$ cat src/hw/rtl/ubdc_pkg.sv
`timescale 1ns / 1ps
`default_nettype none
// ----------------------------------------------------------------------------
// ubdc_pkg - shared types and constants of the uart baud divisor calculator
// item structs, status codes, divider geometry and the slot pattern table
// ----------------------------------------------------------------------------
package ubdc_pkg;

  // field widths
  localparam int RateW   = 32;
  localparam int BaudW   = 24;
  localparam int DataW   = 4;
  localparam int ParW    = 2;
  localparam int StopW   = 2;
  localparam int StatW   = 3;
  localparam int DivW    = 28;
  localparam int SlotW   = 16;
  localparam int LcW     = 6;
  localparam int SlotIdxW = RateW - DivW;   // low quotient bits pick the slot

  // divider geometry: quotient of rate / baud, a few bits per stage
  localparam int RemW         = BaudW;
  localparam int AccW         = RemW + RateW;
  localparam int BitsPerStage = 2;
  localparam int Stages       = RateW / BitsPerStage;
  localparam int Latency      = Stages + 2;

  // argument limits and codes
  localparam logic [DataW-1:0] DataBitsMin = 4'd5;
  localparam logic [DataW-1:0] DataBitsMax = 4'd8;
  localparam logic [ParW-1:0]  ParNone     = 2'd0;
  localparam logic [ParW-1:0]  ParOdd      = 2'd1;
  localparam logic [ParW-1:0]  ParEven     = 2'd2;
  localparam logic [StopW-1:0] StopOne     = 2'd1;
  localparam logic [StopW-1:0] StopTwo     = 2'd2;
  localparam logic [2:0]       PcodeNone   = 3'd0;
  localparam logic [2:0]       PcodeOdd    = 3'd4;
  localparam logic [2:0]       PcodeEven   = 3'd5;

  typedef enum logic [StatW-1:0] {
    StOk        = 3'd0,
    StBadBaud   = 3'd1,
    StBadData   = 3'd2,
    StBadPar    = 3'd3,
    StBadStop   = 3'd4,
    StUnderflow = 3'd5
  } status_t;

  typedef struct packed {
    logic [BaudW-1:0] baud_rate;
    logic [DataW-1:0] data_bits;
    logic [ParW-1:0]  parity_mode;
    logic [StopW-1:0] stop_bits;
  } in_item_t;

  typedef struct packed {
    status_t          status;
    logic [DivW-1:0]  divisor;
    logic [SlotW-1:0] slot_code;
    logic [LcW-1:0]   line_control;
  } out_item_t;

  // fractional slot patterns, indexed by the slot number 0..15
  localparam logic [SlotW-1:0] SlotTable [2**SlotIdxW] = '{
    16'h0000, 16'h0080, 16'h0808, 16'h0888,
    16'h2222, 16'h4924, 16'h4a52, 16'h54aa,
    16'h5555, 16'hd555, 16'hd5d5, 16'hddd5,
    16'hdddd, 16'hdfdd, 16'hdfdf, 16'hffdf
  };

endpackage
`default_nettype wire

$ cat src/hw/rtl/uart_baud_divisor_calc.sv
`timescale 1ns / 1ps
`default_nettype none
// ----------------------------------------------------------------------------
// uart_baud_divisor_calc - uart baud divisor and line control calculator
// checks a line setting request and yields status, integer divisor,
// fractional slot pattern and the packed line control word
// ----------------------------------------------------------------------------
//
//  channel | ports                      | handshake
//  --------+----------------------------+------------------------------------
//  input   | start, busy, in_item       | item taken when start & !busy
//  result  | out_strobe, out_item       | one cycle per item, no back-pressure
//  config  | cfg_wr_en, cfg_wr_data     | clock_rate written when cfg_wr_en
//
//  each item passes the entry register, the divider stage registers and the result register
//  a new item may enter every cycle, set by the 16-stage divider pipeline
//  (two quotient bits per stage, one 25-bit compare and subtract per bit)
//  busy is always low: the pipeline never has to stop
//  rst_n synchronously clears the valid bits and clock_rate, payload is not reset
//  the receiver cannot stall, so results leave the moment they are ready
//
module uart_baud_divisor_calc (
  input  wire logic                        clk,
  input  wire logic                        rst_n,
  // request channel
  input  wire logic                        start,
  output logic                             busy,
  input  wire ubdc_pkg::in_item_t          in_item,
  // result channel
  output logic                             out_strobe,
  output ubdc_pkg::out_item_t              out_item,
  // configuration
  input  wire logic                        cfg_wr_en,
  input  wire logic [ubdc_pkg::RateW-1:0]  cfg_wr_data
);

  // state carried down the divider pipeline with each item
  typedef struct packed {
    ubdc_pkg::status_t               status;  // argument check result
    logic [ubdc_pkg::BaudW-1:0]      baud;    // divisor of the long division
    logic [ubdc_pkg::LcW-1:0]        lc;      // packed line control word
    logic [ubdc_pkg::AccW-1:0]       acc;     // {partial remainder, dividend/quotient}
  } stage_t;

  logic [ubdc_pkg::RateW-1:0] clock_rate_r;
  logic                       vld_r   [ubdc_pkg::Stages+1];
  stage_t                     stg_r   [ubdc_pkg::Stages+1];
  stage_t                     stg_nxt [ubdc_pkg::Stages+1];
  logic                       accept;
  logic                       out_strobe_r;
  ubdc_pkg::out_item_t        out_item_r;
  ubdc_pkg::out_item_t        out_item_nxt;

  // one restoring division step: shift in the next dividend bit, try subtract
  function automatic logic [ubdc_pkg::AccW-1:0] div_step(
    input logic [ubdc_pkg::AccW-1:0]  acc,
    input logic [ubdc_pkg::BaudW-1:0] d
  );
    logic [ubdc_pkg::RemW:0] t;
    logic [ubdc_pkg::RemW:0] diff;
    logic                    ge;
    t    = acc[ubdc_pkg::AccW-1 -: ubdc_pkg::RemW+1];
    diff = t - {1'b0, d};
    ge   = (t >= {1'b0, d});
    return {(ge ? diff[ubdc_pkg::RemW-1:0] : t[ubdc_pkg::RemW-1:0]),
            acc[ubdc_pkg::RateW-2:0], ge};
  endfunction

  // pipeline never back-pressures
  assign busy   = 1'b0;
  assign accept = start & ~busy;

  // configuration register: write only while no item is in flight, the block does not check
  always_ff @(posedge clk) begin
    if (!rst_n) begin
      clock_rate_r <= '0;
    end else if (cfg_wr_en) begin
      clock_rate_r <= cfg_wr_data;
    end
  end

  // ---------------------------------------------------------------------------
  // entry stage: argument checks in priority order and line control packing
  // ---------------------------------------------------------------------------
  always_comb begin
    logic [ubdc_pkg::DataW-1:0] dsub;
    logic [2:0]                 pcode;
    dsub  = in_item.data_bits - ubdc_pkg::DataBitsMin;
    pcode = ubdc_pkg::PcodeNone;
    if (in_item.parity_mode == ubdc_pkg::ParOdd) begin
      pcode = ubdc_pkg::PcodeOdd;
    end else if (in_item.parity_mode == ubdc_pkg::ParEven) begin
      pcode = ubdc_pkg::PcodeEven;
    end

    priority if (in_item.baud_rate == '0) begin
      stg_nxt[0].status = ubdc_pkg::StBadBaud;
    end else if (in_item.data_bits < ubdc_pkg::DataBitsMin ||
                 in_item.data_bits > ubdc_pkg::DataBitsMax) begin
      stg_nxt[0].status = ubdc_pkg::StBadData;
    end else if (in_item.parity_mode != ubdc_pkg::ParNone &&
                 in_item.parity_mode != ubdc_pkg::ParOdd &&
                 in_item.parity_mode != ubdc_pkg::ParEven) begin
      stg_nxt[0].status = ubdc_pkg::StBadPar;
    end else if (in_item.stop_bits != ubdc_pkg::StopOne &&
                 in_item.stop_bits != ubdc_pkg::StopTwo) begin
      stg_nxt[0].status = ubdc_pkg::StBadStop;
    end else begin
      stg_nxt[0].status = ubdc_pkg::StOk;
    end

    stg_nxt[0].baud = in_item.baud_rate;
    stg_nxt[0].lc   = {pcode, (in_item.stop_bits == ubdc_pkg::StopTwo), dsub[1:0]};
    // remainder starts at zero, the source clock rate is the dividend
    stg_nxt[0].acc  = {{ubdc_pkg::RemW{1'b0}}, clock_rate_r};
  end

  always_ff @(posedge clk) begin
    if (!rst_n) begin
      vld_r[0] <= 1'b0;
    end else begin
      vld_r[0] <= accept;
    end
  end

  always_ff @(posedge clk) begin
    stg_r[0] <= stg_nxt[0];
  end

  // ---------------------------------------------------------------------------
  // divider stages: rate / baud, two quotient bits per stage
  // floor(rate / 16baud) is the quotient without its low four bits and
  // (rate mod 16baud) / baud is exactly those low four bits
  // ---------------------------------------------------------------------------
  for (genvar k = 1; k <= ubdc_pkg::Stages; k++) begin : g_div
    always_comb begin
      stg_nxt[k] = stg_r[k-1];
      for (int b = 0; b < ubdc_pkg::BitsPerStage; b++) begin
        stg_nxt[k].acc = div_step(stg_nxt[k].acc, stg_r[k-1].baud);
      end
    end

    always_ff @(posedge clk) begin
      if (!rst_n) begin
        vld_r[k] <= 1'b0;
      end else begin
        vld_r[k] <= vld_r[k-1];
      end
    end

    always_ff @(posedge clk) begin
      stg_r[k] <= stg_nxt[k];
    end
  end

  // ---------------------------------------------------------------------------
  // result stage: underflow check, divisor, slot lookup, error masking
  // ---------------------------------------------------------------------------
  always_comb begin
    logic [ubdc_pkg::DivW-1:0]     q;
    logic [ubdc_pkg::SlotIdxW-1:0] sidx;
    q    = stg_r[ubdc_pkg::Stages].acc[ubdc_pkg::RateW-1:ubdc_pkg::SlotIdxW];
    sidx = stg_r[ubdc_pkg::Stages].acc[ubdc_pkg::SlotIdxW-1:0];
    out_item_nxt = '0;
    if (stg_r[ubdc_pkg::Stages].status != ubdc_pkg::StOk) begin
      out_item_nxt.status = stg_r[ubdc_pkg::Stages].status;
    end else if (q == '0) begin
      // source clock below 16x baud
      out_item_nxt.status = ubdc_pkg::StUnderflow;
    end else begin
      out_item_nxt.status       = ubdc_pkg::StOk;
      out_item_nxt.divisor      = q - 1'b1;
      out_item_nxt.slot_code    = ubdc_pkg::SlotTable[sidx];
      out_item_nxt.line_control = stg_r[ubdc_pkg::Stages].lc;
    end
  end

  always_ff @(posedge clk) begin
    if (!rst_n) begin
      out_strobe_r <= 1'b0;
    end else begin
      out_strobe_r <= vld_r[ubdc_pkg::Stages];
    end
  end

  always_ff @(posedge clk) begin
    out_item_r <= out_item_nxt;
  end

  assign out_strobe = out_strobe_r;
  assign out_item   = out_item_r;

  // ---------------------------------------------------------------------------
  // assertions
  // ---------------------------------------------------------------------------

  // every result traces back to an item accepted the pipeline latency earlier
  a_strobe_from_accept: assert property (@(posedge clk) disable iff (!rst_n)
    out_strobe |-> $past(accept, ubdc_pkg::Latency))
    else $error("result strobe without an item accepted at the pipeline latency");

  // an error result carries no divisor, slot pattern or line control
  a_error_zeroes: assert property (@(posedge clk) disable iff (!rst_n)
    (out_strobe && out_item.status != ubdc_pkg::StOk) |->
      (out_item.divisor == '0 && out_item.slot_code == '0 &&
       out_item.line_control == '0))
    else $error("error result with nonzero payload");

  // a good result has a legal parity code
  a_ok_line_control: assert property (@(posedge clk) disable iff (!rst_n)
    (out_strobe && out_item.status == ubdc_pkg::StOk) |->
      (out_item.line_control[5:3] == ubdc_pkg::PcodeNone ||
       out_item.line_control[5:3] == ubdc_pkg::PcodeOdd ||
       out_item.line_control[5:3] == ubdc_pkg::PcodeEven))
    else $error("good result with illegal parity code");

endmodule
`default_nettype wire

$ cat config.mk
export PLATFORM = sky130hd
export DESIGN_NAME = uart_baud_divisor_calc
export DESIGN_NICKNAME = d
export VERILOG_FILES = /design/src/hw/rtl/ubdc_pkg.sv /design/src/hw/rtl/uart_baud_divisor_calc.sv
export SDC_FILE = /design/constraint.sdc
export NUM_CORES = 2
export LEC_CHECK = 0
export BUFFER_PORTS_ARGS = -buffer_cell sky130_fd_sc_hd__buf_2
export CAP_MARGIN = 15
export CORE_UTILIZATION = 50
export DETAILED_ROUTE_END_ITERATION = 8
export PLACE_DENSITY_LB_ADDON = 0.15
export RECOVER_POWER = 50
export SYNTH_ARGS = -nofsm -noshare
export SYNTH_HDL_FRONTEND = slang
export SYNTH_SLANG_ARGS = --single-unit
$ cat constraint.sdc
create_clock -name clk -period 10.8 [get_ports clk]
set_input_delay 2.16 -clock clk [delete_from_list [all_inputs] [get_ports clk]]
set_output_delay 2.16 -clock clk [all_outputs]
set_load 0.005 [all_outputs]
==> impl_metrics.env <==
export IMPL_root_buffer="clkbuf_16"
export IMPL_ys_seq_area_frac=0.401
export IMPL_grt_usage=0.252
export IMPL_overflow=0
export IMPL_slew_limit_headroom=0.275
export IMPL_synth_cells=7992
export IMPL_max_freq_mhz=131
export IMPL_tns_ns=0
export IMPL_totalPowerFinal_uw=22700
export IMPL_hp_start="stg_r[0][448]"
export IMPL_max_cap_viol_count=0
export IMPL_avgSynthCellArea_um2=9.52
export IMPL_drtPass1Iterations=6
export IMPL_vias_per_cell=5.60
export IMPL_rows=142
export IMPL_final_antenna_net_count=0
export IMPL_cp_start_kind="flip-flop"
export IMPL_synth_warnings=0
export IMPL_grt_pass1_wl_um=305000
export IMPL_crit_start="stg_r[0][1131]"
export IMPL_clk_pin_slew_worst_paths_ns=0.06
export IMPL_power_leakage_uw=0.0392
export IMPL_cp_required_ns=11.45
export IMPL_core_um2=150000
export IMPL_cts_tree="done"
export IMPL_ys_types=97
export IMPL_h_tree_depth=4
export IMPL_synth_edf_count=0
export IMPL_dp_hpwl_um=159000
export IMPL_fin_worst_skew_ns=0.0608
export IMPL_ys_async_sr_fraction=0
export IMPL_area_growth_pct=11.1
export IMPL_synth_seq_cells=1523
export IMPL_layout_drive_gt1_share=0.112
export IMPL_routedWlPerCell_um=19.1
export IMPL_initialDrtViolationCount=3941
export IMPL_crit_slowest_cell="o21ai_0"
export IMPL_grt_pass1_vias=54700
export IMPL_clock_latency_ns=0.81
export IMPL_layout_nets=9018
export IMPL_slew_violations=0
export IMPL_fin_crit_ns=7.61
export IMPL_drt_total_wl_um=197000
export IMPL_max_stage_delay_ns=0.75
export IMPL_dieArea_um2=154000
export IMPL_syn_area_um2=76100
export IMPL_gp_congestion=0.978
export IMPL_vias=57800
export IMPL_ioPinCount=123
export IMPL_crit_family="compound AO/OA/AOI/OAI gates"
export IMPL_rr_startpoint="stg_r[0][1131]"
export IMPL_regToRegSetupSlack_ns=3.19
export IMPL_synth_largest_area_cell="dfxtp_1"
export IMPL_initial_core_util=0.505
export IMPL_ys_flop_type="dfxtp_1"
export IMPL_critical_path_arrival_ns=8.26
export IMPL_numCtsBuffers=157
export IMPL_outcome="completed"
export IMPL_io_buffers=120
export IMPL_cp_num_buf_inv=3
export IMPL_crit_chain="inv_1 > ha_1 > nor2b_1 > o21a_1 > o21ai_0 > a211oi_1 > o21ai_0 > a21o_1 > a31o_2 > clkinv_1 > buf_4 > mux2i_1 > ha_1 > a21boi_0 > o221ai_1 > a21oi_1 > a22oi_1 > nand3_1 > nand4_1 > o2111a_1 > mux2_1"
export IMPL_ir_worst_vdd_mv=0.174
export IMPL_min_period_over_period=0.705
export IMPL_rsz0062_at_grt="false"
export IMPL_grt_max_degree=51
export IMPL_worst_slew_pin_slew_ns=1.09
export IMPL_worstPathMaxFanout=25
export IMPL_powerDensity_nw_per_um2=268
export IMPL_hold_class="reg2reg"
export IMPL_cts_resized_gates=0
export IMPL_antenna_found_initial=13
export IMPL_cts_sinks=1523
export IMPL_path_class="reg2reg"
export IMPL_cp_end_kind="flip-flop"
export IMPL_synth_area_top_cells="dfxtp_1 (40%), ha_1 (12%), mux2_2 (6.0%), xnor2_1 (4.7%), a21oi_1 (4.1%)"
export IMPL_die_height_um=392
export IMPL_clockBufferDepth=3
export IMPL_synth_top_area_frac=0.401
export IMPL_finalHoldViolCount=0
export IMPL_fp_dieW_um=392
export IMPL_post_cts_buffers=0
export IMPL_setup_viol=0
export IMPL_hold_buffers=0
export IMPL_drcViolationCount=0
[logic make-up after synthesis]
kind of cell	synth area share
other	0.0000493
buffers and inverters	0.0396
muxes	0.0730
adders and majority gates	0.132
xor gates and xnor gates	0.0678
DFF	0.401
AOI/OAI and AO/OA	0.169
and+or+nand+nor	0.118
[report_power, final]
group | internal [uW] | switching (uW)
Clock | 3250 | 2380
Sequential | 6300 | 396
Combinational | 4720 | 5610
Total | 14300 | 8390
[registers in the layout (all words and copies together) (netlist names)]
signal	count
stg_r	1424
out_item	49
clock_rate_r	32
vld_r	17
out_strobe	1
[final cells by class]
| class | instances | area, um^2 |
|---|---|---|
| Timing Repair Buffer | 153 | 856 |
| Tap cell | 2016 | 2520 |
| Antenna cell | 2 | 5.00 |
| Sequential cell | 1523 | 30500 |
| Multi-Input combinational cell | 5695 | 42700 |
| Inverter | 634 | 2380 |
| Clock inverter | 86 | 1240 |
| Clock buffer | 201 | 4330 |
| Fill cell | 13400 | 66000 |
[synthesized netlist by cell type (all sizes together), types with 23 or more instances]
library cell	count
or2	30
fa	30
o31ai	51
inv	630
mux2	426
xor2	180
nor2	514
a211oi	78
nand3	142
and2	66
buf	58
nand2	388
a21boi	23
o21bai	75
o21a	108
a211o	30
clkbuf	83
nor3	127
dfxtp	1523
o211ai	35
nor4	51
a21oi	622
or3	32
nand4	120
xnor2	409
and3	56
a21o	285
a31oi	66
ha	756
nand2b	88
o21ai	412
nor2b	109
mux2i	69
[final timing paths]
kind	to	depth (start not counted)
setup / recovery	stg_r[0][1207]	21
hold / removal	stg_r[0][539]	0
setup reg to reg	stg_r[0][1207]	21
hold reg to reg	stg_r[0][539]	0
[per-stage QoR]
stage / instances / area [um^2] / utilization / setup slack, ns / hold WS [ns]
after global routing: 10300 / 84500 / 0.561 / 2.74 / 0.284
after CTS: 10300 / 84500 / 0.561 / 3.45 / 0.276
after floorplan: 7993 / 76100 / - / 4.95 / 0.310
after global placement: 10000 / 78900 / 0.524 / 3.60 / 0.310
final: 10300 / 84500 / 0.561 / 3.19 / 0.281
after detailed placement: 10000 / 78900 / 0.524 / 3.52 / 0.312
[metal layers]
metal  vias to the layer above  wire, um  track usage  share of wire
met1                     27400     94800        0.355           0.48
met3                       270      9890       0.0352          0.050
met4                         2      4750       0.0695          0.024
met5                         -        13            0       0.000066
met2                      1430     87800        0.401           0.45
li1                      28700         -            -              -
[cells in the final DEF, fill, tap and decap left out, types with 69 or more instances in the layout]
cell type	count
dfxtp_1	1523
ha_1	756
inv_1	629
a21oi_1	616
nor2_1	513
xnor2_1	409
mux2_2	406
o21ai_0	405
nand2_1	388
a21o_1	285
xor2_1	180
clkbuf_16	157
nand3_1	142
nor3_1	127
nand4_1	120
buf_2	120
nor2b_1	108
o21a_1	108
nand2b_1	88
a211oi_1	77
o21bai_1	74
mux2i_1	69
Power figures use the tool's default switching activity.
